[src/hdl/cws_pkg.sv]
// Shared constants, types and the sequencer state encoding for the centered window sum block.
// Used by cws_cell, cws_range and centered_window_sum_with_range.
package cws_pkg;

   localparam int MAX_RADIUS    = 31;
   localparam int SAMPLE_BITS   = 32;
   localparam int INDEX_BITS    = 20;
   localparam int RADIUS_BITS   = 5;
   localparam int SUM_BITS      = 38;
   localparam int POSITION_BITS = 20;
   localparam int RADIUS_RESET  = 1;
   localparam int RADIUS_CAP    = (MAX_RADIUS < 31) ? MAX_RADIUS : 31;
   localparam int CHAIN_DEPTH   = 2 * RADIUS_CAP + 1;
   localparam int ENTRY_BITS    = $clog2(CHAIN_DEPTH);

   typedef enum logic [1:0] {
      SEQ_IDLE,
      SEQ_RUN,
      SEQ_FLUSH
   } seq_state_type;

   typedef struct packed {
      logic                   valid;
      logic [SAMPLE_BITS-1:0] data;
   } cell_type;

   typedef struct packed {
      logic                   shift;
      logic                   clear;
      logic                   fill;
      logic [SAMPLE_BITS-1:0] data;
   } chain_ctrl_type;

   typedef struct packed {
      logic [POSITION_BITS-1:0] position;
      logic [SUM_BITS-1:0]      window_sum;
      logic                     last;
   } give_type;

endpackage

[src/hdl/cws_cell.sv]
// One sample cell of the window delay chain: loads the new sample at the entry point,
// otherwise takes its upper neighbor on each shift. Depends on cws_pkg.
module cws_cell (
   input  logic                    clock,
   input  logic                    reset,
   input  cws_pkg::chain_ctrl_type ctrl,
   input  logic                    is_entry,
   input  cws_pkg::cell_type       upper,
   output cws_pkg::cell_type       held
);

   logic                            valid_ff;
   logic                            valid_in;
   logic [cws_pkg::SAMPLE_BITS-1:0] data_ff;
   logic [cws_pkg::SAMPLE_BITS-1:0] data_in;

   always_comb begin
      valid_in = valid_ff;
      data_in  = data_ff;
      if (ctrl.clear) begin
         valid_in = 1'b0;
      end else if (ctrl.shift) begin
         if (is_entry) begin
            valid_in = ctrl.fill;
            data_in  = ctrl.data;
         end else begin
            valid_in = upper.valid;
            data_in  = upper.data;
         end
      end
   end

   always_ff @(posedge clock) begin
      if (reset) begin
         valid_ff <= 1'b0;
      end else begin
         valid_ff <= valid_in;
      end
   end

   always_ff @(posedge clock) begin
      data_ff <= data_in;
   end

   assign held = {valid_ff, data_ff};

endmodule

[src/hdl/cws_range.sv]
// Result stage: tracks the running min and max of window sums and holds the result register.
// Depends on cws_pkg.
module cws_range (
   input  logic                                clock,
   input  logic                                reset,
   input  logic                                give_valid,
   output logic                                give_ready,
   input  cws_pkg::give_type                   give,
   output logic                                rsp_valid,
   input  logic                                rsp_ready,
   output logic [cws_pkg::POSITION_BITS-1:0]   rsp_position,
   output logic [cws_pkg::SUM_BITS-1:0]        rsp_window_sum,
   output logic [cws_pkg::SUM_BITS-1:0]        rsp_min_sum,
   output logic [cws_pkg::SUM_BITS-1:0]        rsp_max_sum,
   output logic                                rsp_last_result
);

   logic                                rsp_valid_ff;
   logic                                min_valid_ff;
   logic [cws_pkg::SUM_BITS-1:0]        min_ff;
   logic [cws_pkg::SUM_BITS-1:0]        max_ff;
   logic [cws_pkg::SUM_BITS-1:0]        min_in;
   logic [cws_pkg::SUM_BITS-1:0]        max_in;
   logic [cws_pkg::POSITION_BITS-1:0]   position_ff;
   logic [cws_pkg::SUM_BITS-1:0]        sum_ff;
   logic [cws_pkg::SUM_BITS-1:0]        out_min_ff;
   logic [cws_pkg::SUM_BITS-1:0]        out_max_ff;
   logic                                last_ff;
   logic                                load;

   assign give_ready = !rsp_valid_ff || rsp_ready;
   assign load       = give_valid && give_ready;

   always_comb begin
      min_in = min_ff;
      max_in = max_ff;
      if (!min_valid_ff || (give.window_sum < min_ff)) begin
         min_in = give.window_sum;
      end
      if (give.window_sum > max_ff) begin
         max_in = give.window_sum;
      end
   end

   always_ff @(posedge clock) begin
      if (reset) begin
         rsp_valid_ff <= 1'b0;
         min_valid_ff <= 1'b0;
         min_ff       <= '0;
         max_ff       <= '0;
      end else begin
         if (load) begin
            rsp_valid_ff <= 1'b1;
         end else if (rsp_ready) begin
            rsp_valid_ff <= 1'b0;
         end
         if (load) begin
            if (give.last) begin
               min_valid_ff <= 1'b0;
               min_ff       <= '0;
               max_ff       <= '0;
            end else begin
               min_valid_ff <= 1'b1;
               min_ff       <= min_in;
               max_ff       <= max_in;
            end
         end
      end
   end

   always_ff @(posedge clock) begin
      if (load) begin
         position_ff <= give.position;
         sum_ff      <= give.window_sum;
         out_min_ff  <= min_in;
         out_max_ff  <= max_in;
         last_ff     <= give.last;
      end
   end

   assign rsp_valid       = rsp_valid_ff;
   assign rsp_position    = position_ff;
   assign rsp_window_sum  = sum_ff;
   assign rsp_min_sum     = out_min_ff;
   assign rsp_max_sum     = out_max_ff;
   assign rsp_last_result = last_ff;

`ifndef SYNTHESIS
   a_range_order: assert property (@(posedge clock) disable iff (reset)
      rsp_valid_ff |-> (out_min_ff <= sum_ff) && (sum_ff <= out_max_ff))
      else $error("window sum outside reported range");

   a_range_cleared: assert property (@(posedge clock) disable iff (reset)
      load && give.last |=> !min_valid_ff && (max_ff == '0))
      else $error("range not cleared after final transaction");
`endif

endmodule

[src/hdl/centered_window_sum_with_range.sv]
// Top level of the centered window sum: sequencer, running sum and the chain of sample cells.
// Depends on cws_pkg, cws_cell and cws_range.
//
//   channel  ports                         direction  content
//   req      req_valid / req_ready         in         sample, end_of_sequence
//   rsp      rsp_valid / rsp_ready         out        position, sums, range, last flag
//   csr      csr_valid / csr_ready         in         radius (always ready)
//
// One sample per cycle unless the chain stalls; each sample shifts the cell chain once and gives at most one result.
// The transaction with end_of_sequence adds radius flush steps (radius + 1 results at most),
// one chain shift each; req_ready is low during the flush.
// A result waits in the output register; the chain stalls only when both result
// registers are full. Synchronous reset clears control state and sets radius to 1.
module centered_window_sum_with_range (
   input  logic                                clock,
   input  logic                                reset,
   input  logic                                req_valid,
   output logic                                req_ready,
   input  logic [31:0]                         req_sample,
   input  logic                                req_end_of_sequence,
   output logic                                rsp_valid,
   input  logic                                rsp_ready,
   output logic [cws_pkg::POSITION_BITS-1:0]   rsp_position,
   output logic [cws_pkg::SUM_BITS-1:0]        rsp_window_sum,
   output logic [cws_pkg::SUM_BITS-1:0]        rsp_min_sum,
   output logic [cws_pkg::SUM_BITS-1:0]        rsp_max_sum,
   output logic                                rsp_last_result,
   input  logic                                csr_valid,
   output logic                                csr_ready,
   input  logic [cws_pkg::RADIUS_BITS-1:0]     csr_radius
);

   cws_pkg::seq_state_type              state_ff;
   cws_pkg::seq_state_type              state_in;
   logic [cws_pkg::RADIUS_BITS-1:0]     radius_ff;
   logic [cws_pkg::RADIUS_BITS-1:0]     active_ff;
   logic [cws_pkg::RADIUS_BITS-1:0]     active_in;
   logic [cws_pkg::RADIUS_BITS-1:0]     warm_ff;
   logic [cws_pkg::RADIUS_BITS-1:0]     warm_in;
   logic [cws_pkg::RADIUS_BITS-1:0]     flush_cnt_ff;
   logic [cws_pkg::RADIUS_BITS-1:0]     flush_cnt_in;
   logic [cws_pkg::INDEX_BITS-1:0]      next_pos_ff;
   logic [cws_pkg::INDEX_BITS-1:0]      next_pos_in;
   logic [cws_pkg::SUM_BITS-1:0]        sum_ff;
   logic [cws_pkg::SUM_BITS-1:0]        sum_in;
   logic [cws_pkg::SUM_BITS-1:0]        sum_out;
   logic [cws_pkg::SUM_BITS-1:0]        expire_val;
   logic [cws_pkg::RADIUS_BITS-1:0]     radius_cap;
   logic [cws_pkg::RADIUS_BITS-1:0]     eff_radius;
   logic [cws_pkg::ENTRY_BITS-1:0]      entry;
   logic [cws_pkg::SAMPLE_BITS-1:0]     x;
   logic                                flushing;
   logic                                step_ok;
   logic                                step;
   logic                                give;
   logic                                last;
   logic                                give_valid_ff;
   logic                                give_ready;
   cws_pkg::give_type                   give_ff;
   cws_pkg::chain_ctrl_type             ctrl;
   cws_pkg::cell_type                   cells [cws_pkg::CHAIN_DEPTH];
   cws_pkg::cell_type                   uppers [cws_pkg::CHAIN_DEPTH];
   cws_pkg::cell_type                   expire_cell;
   logic [cws_pkg::CHAIN_DEPTH-1:0]     is_entry;

   // configuration register
   assign csr_ready = 1'b1;

   always_ff @(posedge clock) begin
      if (reset) begin
         radius_ff <= cws_pkg::RADIUS_BITS'(cws_pkg::RADIUS_RESET);
      end else if (csr_valid) begin
         radius_ff <= csr_radius;
      end
   end

   assign radius_cap = (radius_ff > cws_pkg::RADIUS_BITS'(cws_pkg::RADIUS_CAP))
                       ? cws_pkg::RADIUS_BITS'(cws_pkg::RADIUS_CAP) : radius_ff;
   assign flushing   = (state_ff == cws_pkg::SEQ_FLUSH);
   assign eff_radius = (state_ff == cws_pkg::SEQ_IDLE) ? radius_cap : active_ff;
   assign entry      = cws_pkg::ENTRY_BITS'({eff_radius, 1'b0});
   assign x          = flushing ? '0 : cws_pkg::SAMPLE_BITS'(req_sample);
   assign step_ok    = !give_valid_ff || give_ready;
   assign step       = flushing ? step_ok : (req_valid && step_ok);
   assign req_ready  = step_ok && !flushing;

   // sample leaving the window sits in cell 0 after this shift
   always_comb begin
      if (entry == '0) begin
         expire_cell.valid = !flushing;
         expire_cell.data  = x;
      end else begin
         expire_cell = cells[1];
      end
      expire_val = expire_cell.valid ? cws_pkg::SUM_BITS'(expire_cell.data) : '0;
   end

   assign sum_out = sum_ff + cws_pkg::SUM_BITS'(x);

   always_comb begin
      state_in     = state_ff;
      active_in    = active_ff;
      warm_in      = warm_ff;
      flush_cnt_in = flush_cnt_ff;
      next_pos_in  = next_pos_ff;
      sum_in       = sum_ff;
      give         = 1'b0;
      last         = 1'b0;
      if (step) begin
         give = (warm_ff == eff_radius);
         if (!give) begin
            warm_in = warm_ff + 1'b1;
         end
         if (flushing) begin
            last         = give && (flush_cnt_ff == cws_pkg::RADIUS_BITS'(1));
            flush_cnt_in = flush_cnt_ff - 1'b1;
         end else begin
            if (state_ff == cws_pkg::SEQ_IDLE) begin
               active_in = radius_cap;
               state_in  = cws_pkg::SEQ_RUN;
            end
            if (req_end_of_sequence) begin
               if (eff_radius == '0) begin
                  last = give;
               end else begin
                  state_in     = cws_pkg::SEQ_FLUSH;
                  flush_cnt_in = eff_radius;
               end
            end
         end
         sum_in = give ? (sum_out - expire_val) : sum_out;
         if (give) begin
            next_pos_in = next_pos_ff + 1'b1;
         end
         if (last) begin
            state_in     = cws_pkg::SEQ_IDLE;
            sum_in       = '0;
            next_pos_in  = '0;
            warm_in      = '0;
            flush_cnt_in = '0;
         end
      end
   end

   always_ff @(posedge clock) begin
      if (reset) begin
         state_ff     <= cws_pkg::SEQ_IDLE;
         active_ff    <= '0;
         warm_ff      <= '0;
         flush_cnt_ff <= '0;
         next_pos_ff  <= '0;
         sum_ff       <= '0;
      end else begin
         state_ff     <= state_in;
         active_ff    <= active_in;
         warm_ff      <= warm_in;
         flush_cnt_ff <= flush_cnt_in;
         next_pos_ff  <= next_pos_in;
         sum_ff       <= sum_in;
      end
   end

   // result hand-off register
   always_ff @(posedge clock) begin
      if (reset) begin
         give_valid_ff <= 1'b0;
      end else if (step_ok) begin
         give_valid_ff <= give;
      end
   end

   always_ff @(posedge clock) begin
      if (give) begin
         give_ff.position   <= cws_pkg::POSITION_BITS'(next_pos_ff);
         give_ff.window_sum <= sum_out;
         give_ff.last       <= last;
      end
   end

   // cell chain: new sample enters at cell 2*radius, drains toward cell 0
   assign ctrl.shift = step;
   assign ctrl.clear = last;
   assign ctrl.fill  = !flushing;
   assign ctrl.data  = x;

   genvar gi;
   generate
      for (gi = 0; gi < cws_pkg::CHAIN_DEPTH; gi++) begin : g_chain
         assign is_entry[gi] = (entry == cws_pkg::ENTRY_BITS'(gi));
         if (gi == cws_pkg::CHAIN_DEPTH - 1) begin : g_top
            assign uppers[gi] = '0;
         end else begin : g_mid
            assign uppers[gi] = cells[gi+1];
         end
         cws_cell u_cell (
            .clock    (clock),
            .reset    (reset),
            .ctrl     (ctrl),
            .is_entry (is_entry[gi]),
            .upper    (uppers[gi]),
            .held     (cells[gi])
         );
      end
   endgenerate

   cws_range u_range (
      .clock           (clock),
      .reset           (reset),
      .give_valid      (give_valid_ff),
      .give_ready      (give_ready),
      .give            (give_ff),
      .rsp_valid       (rsp_valid),
      .rsp_ready       (rsp_ready),
      .rsp_position    (rsp_position),
      .rsp_window_sum  (rsp_window_sum),
      .rsp_min_sum     (rsp_min_sum),
      .rsp_max_sum     (rsp_max_sum),
      .rsp_last_result (rsp_last_result)
   );

`ifndef SYNTHESIS
   a_last_clears: assert property (@(posedge clock) disable iff (reset)
      last |=> (state_ff == cws_pkg::SEQ_IDLE) && (next_pos_ff == '0) && (sum_ff == '0))
      else $error("sequence state not cleared after final result");

   a_flush_count: assert property (@(posedge clock) disable iff (reset)
      flushing |-> (flush_cnt_ff != '0))
      else $error("flush with no positions left");

   a_warm_bound: assert property (@(posedge clock) disable iff (reset)
      (state_ff != cws_pkg::SEQ_IDLE) |-> (warm_ff <= active_ff))
      else $error("warm-up count beyond radius");
`endif

endmodule
[config.mk]
export PLATFORM = sky130hd
export DESIGN_NAME = centered_window_sum_with_range
export DESIGN_NICKNAME = d
export VERILOG_FILES = /design/src/hdl/cws_pkg.sv /design/src/hdl/cws_cell.sv /design/src/hdl/cws_range.sv /design/src/hdl/centered_window_sum_with_range.sv
export SDC_FILE = /design/constraint.sdc
export NUM_CORES = 2
export LEC_CHECK = 0
export BUFFER_PORTS_ARGS = -buffer_cell sky130_fd_sc_hd__buf_4
export CORE_UTILIZATION = 39
export CTS_BUF_LIST = sky130_fd_sc_hd__clkbuf_8 sky130_fd_sc_hd__clkbuf_16
export CTS_CLUSTER_SIZE = 12
export DETAILED_ROUTE_END_ITERATION = 7
export PLACE_DENSITY = 0.56
export RECOVER_POWER = 25
export SETUP_SLACK_MARGIN = 0.3
export SYNTH_ARGS = -nofsm -noshare
export SYNTH_HDL_FRONTEND = slang
export SYNTH_SLANG_ARGS = --single-unit
[constraint.sdc]
create_clock -name clock -period 116.7 [get_ports clock]
set_input_delay 35.01 -clock clock [delete_from_list [all_inputs] [get_ports clock]]
set_output_delay 35.01 -clock clock [all_outputs]
set_load 0.01 [all_outputs]
==> results_dict.tcl <==
set metrics [dict create \
    fmax_mhz 14.1 \
    maxCapViolCount 15 \
    dieArea_mm2 0.236 \
    grt_pass1_wl_um 285000 \
    drive_gt1_share_pct 9.98 \
    clk_path_buf_depth 4 \
    finalHoldViolations 0 \
    clkPwrFrac_pct 33.1 \
    drv_slew 581 \
    cp.required_ns 81.69 \
    min_period_ns 70.75 \
    violations "max-capacitance violations, max-slew violations" \
    numPortBuffers 179 \
    coreArea_mm2 0.233 \
    dr.first_iter.drc_count 4030 \
    utilization_pct 44.5 \
    peakVddDrop_mv 0.0111 \
    post_cts_resized 0 \
    synth-seq-area-share_pct 76.6 \
    setup_viol_count_final 0 \
    crit_top_cell "buf_4" \
    synth_area_per_cell_um2 13.9 \
    antenna_found_initial 2 \
    clockRootBuffer "clkbuf_16" \
    synth_edf_count 2178 \
    firstDrtPassIters 7 \
    fin_ws_ns 45.95 \
    ios 181 \
    num_vias 50800 \
    routedWlPerCell_um 18.2 \
    place_area_mm2 0.0957 \
    nFillCells 20800 \
    die_h_um 486 \
    postCtsSetupRepairBufs 0 \
    htree_levels 5 \
    crit_path_max_fanout 4 \
    numCtsBuffers 274 \
    gr-total-overflow 0 \
    finalPower_mw 2.31 \
    cts_tree "built" \
    start_kind "primary input" \
    grt_max_degree 207 \
    rsz0062_at_grt "no" \
    crit_chain "buf_4, nor2b_1, a21oi_1, buf_4" \
    critPathArrivalTime_ns 35.74 \
    syn_nets 6753 \
    viasPerCell 5.14 \
    final_area_mm2 0.104 \
    slowest_delay_ns 0.26 \
    ant_nets 0 \
    rows 177 \
    seqPwrFrac_pct 50.9 \
    p_comb_share_pct 16.0 \
    ctsHoldBuffers 0 \
    critical_path.endpoint_type "output pin" \
    path_clk_slew_ns 0.06 \
    synthFlopType "edfxtp_1" \
    dp_hpwl_um 105000 \
    place_congestion 0.822 \
    track_usage_pct 15.2 \
    fin_crit_sh_pct 60.6 \
    yosys_warnings 0 \
    async_reset_ff_share_pct 0 \
    netlist_area_mm2 0.0912 \
    synth_cell_types 89 \
    place_ws_ns 45.95 \
    diodes 0 \
    wl_um 180000 \
    path_class "in -> out" \
    setup_tns_ns 0 \
    ys_ff_latch 2399 \
    hp-class "reg -> reg" \
    p_sw_share_pct 26.3 \
    initial_core_util_pct 39.2 \
    status "finished with violations" \
    die_x_um 486 \
    drc_errors 0 \
    nets 6875 \
    p_leak_nw 38.3 \
    netlist_instances 6565 \
    intPower_mw 1.70 \
    cp_slowest_cell "nor2b_1" \
    grt_pass1_vias 49600 \
    clock_skew_ns 0.0536 \
    tightest_slew_ns 3.24 \
    clock_sinks 2399 \
    p_per_area_mw_per_mm2 22.3 \
    clk_latency_ns 0.90 \
    p_switching_mw 0.606 \
    area_delta_synth_final_pct 13.5 \
    slew-limit-headroom_pct -117 \
]
[logic make-up after synthesis]
logic type               synth area share, %
AND/OR/NAND/NOR                         7.90
XOR/XNOR                               0.874
adder cells (fa/ha/maj)                 2.01
AO/OA/AOI/OAI                           9.63
other                                0.00411
buffers and inverters                   2.36
multiplexers                           0.668
flip-flops                              76.6
[layout make-up]
class	instances	area [µm²]	share of cell area (%)
Clock buffer	287	7100	6.86
Clock inverter	148	771	0.745
Inverter	132	508	0.491
Multi-Input combinational cell	3596	19400	18.7
Sequential cell	2399	69800	67.5
Tap cell	3043	3810	3.68
Timing Repair Buffer	284	2140	2.07
[path summary, 6_finish.rpt]
kind                                                               start                                        to  slack (ns)  cells after the start
worst max register to register                  state_ff[0]$_SDFFE_PP0P_                   sum_ff[37]$_SDFFE_PP0P_      108.39                     25
worst min register to register  g_chain[42].u_cell.data_ff[13]$_DFFE_PP_  g_chain[41].u_cell.data_ff[13]$_DFFE_PP_        0.38                      0
worst max-delay path                                           rsp_ready                                 req_ready       45.95                      4
worst min-delay path            g_chain[42].u_cell.data_ff[13]$_DFFE_PP_  g_chain[41].u_cell.data_ff[13]$_DFFE_PP_        0.38                      0
[per-stage QoR]
step / instances / hold slack, ns
2_1_floorplan: 6565 / 0.400
3_3_place_gp: 9454 / 0.400
3_5_place_dp: 9454 / 0.405
4_1_cts: 9889 / 0.383
5_1_grt: 9889 / 0.389
6_report: 9889 / 0.381
[state kept, by name, indices dropped and copies added (netlist names), 2 cells and up]
register	flops
active_ff	5
flush_cnt_ff	5
g_chain.u_cell.data_ff	1984
g_chain.u_cell.valid_ff	62
give_ff	59
next_pos_ff	20
radius_ff	5
state_ff	2
sum_ff	38
u_range.max_ff	38
u_range.min_ff	38
u_range.rsp_max_sum	38
u_range.rsp_min_sum	38
u_range.rsp_position	20
u_range.rsp_window_sum	38
warm_ff	5
[worst max-delay path, delay by kind of cell]
kind | cells | cell delay [ns]
buf+inv | 2 | 0.30
simple gates | 1 | 0.26
compound gates | 1 | 0.17
[synth_stat cells (4+ instances only)]
cell / instances / area, µm²
a31oi_1: 39 / 244
ha_1: 143 / 1790
buf_1: 22 / 82.6
nand4_1: 37 / 231
xor2_1: 46 / 403
a222oi_1: 4 / 40.0
o21a_1: 14 / 105
a22oi_1: 19 / 143
nand2_1: 1215 / 4560
o311ai_0: 38 / 333
nand3_1: 72 / 360
or4_1: 42 / 315
inv_1: 131 / 492
a221oi_1: 5 / 43.8
nor2b_1: 19 / 119
dfxtp_1: 221 / 4420
edfxtp_1: 2178 / 65400
nor3_1: 17 / 85.1
a21o_1: 80 / 601
o21ai_0: 1056 / 5290
mux2i_1: 13 / 130
nor2_1: 264 / 991
a41oi_1: 5 / 43.8
o31ai_1: 6 / 45.0
or3_1: 7 / 43.8
a211o_1: 8 / 70.1
o22ai_1: 6 / 37.5
nand2b_1: 11 / 68.8
a21oi_1: 172 / 861
o21bai_1: 8 / 60.1
nand3b_1: 4 / 30.0
and2_1: 10 / 62.6
or2_2: 11 / 68.8
mux2_2: 38 / 428
a22o_1: 39 / 342
and3_1: 15 / 93.8
xnor2_1: 45 / 394
clkbuf_1: 413 / 1550
a211oi_1: 21 / 158
[metal layers]
metal	part of all wire (%)	vias to the layer above	routed length [µm]	track usage (%)
met1	45	25400	81600	20.2
li1	-	24300	-	-
met2	48	793	86400	25.2
met5	0.010	-	18	0
met3	3.5	348	6240	2.43
met4	3.2	2	5750	5.48
[cell usage in the layout (no fill, tap or decap), types with 11 or more instances in the layout]
cell type  Yosys  layout
mux2i_1       13      13
a21oi_1      172     172
a22oi_1       19      19
a31oi_1       39      39
clkbuf_16      0     280
ha_1         143     143
clkbuf_1     413      15
buf_4          1     262
o311ai_0      38      38
o21ai_0     1056    1056
a21o_1        80      80
or2_2         11      11
or4_1         42      42
a211oi_1      21      21
o21a_1        14      13
nor3_1        17      16
nand4_1       37      37
nand3_1       72      63
xnor2_1       45      45
xor2_1        46      46
inv_1        131     201
and3_1        15      15
edfxtp_1    2178    2178
clkinv_1       0      50
nand2_2        1      16
nor2_1       264     264
dfxtp_1      221     221
clkinv_2       0      15
nor2b_1       19      17
a22o_1        39      39
mux2_2        38      36
nand2_1     1215    1200
[power groups by stage]
| stage | clock network [mW] | registers (mW) | logic, mW |
|---|---|---|---|
| 2_1_floorplan | 0 | 1.39 | 0.265 |
| 3_3_place_gp | 0 | 1.19 | 0.364 |
| 3_5_place_dp | 0 | 1.19 | 0.371 |
| 4_1_cts | 0.787 | 1.18 | 0.373 |
| 5_1_grt | 0.819 | 1.19 | 0.415 |
| 6_report | 0.764 | 1.17 | 0.370 |
Note: power is estimated with default switching activity, not from simulation.
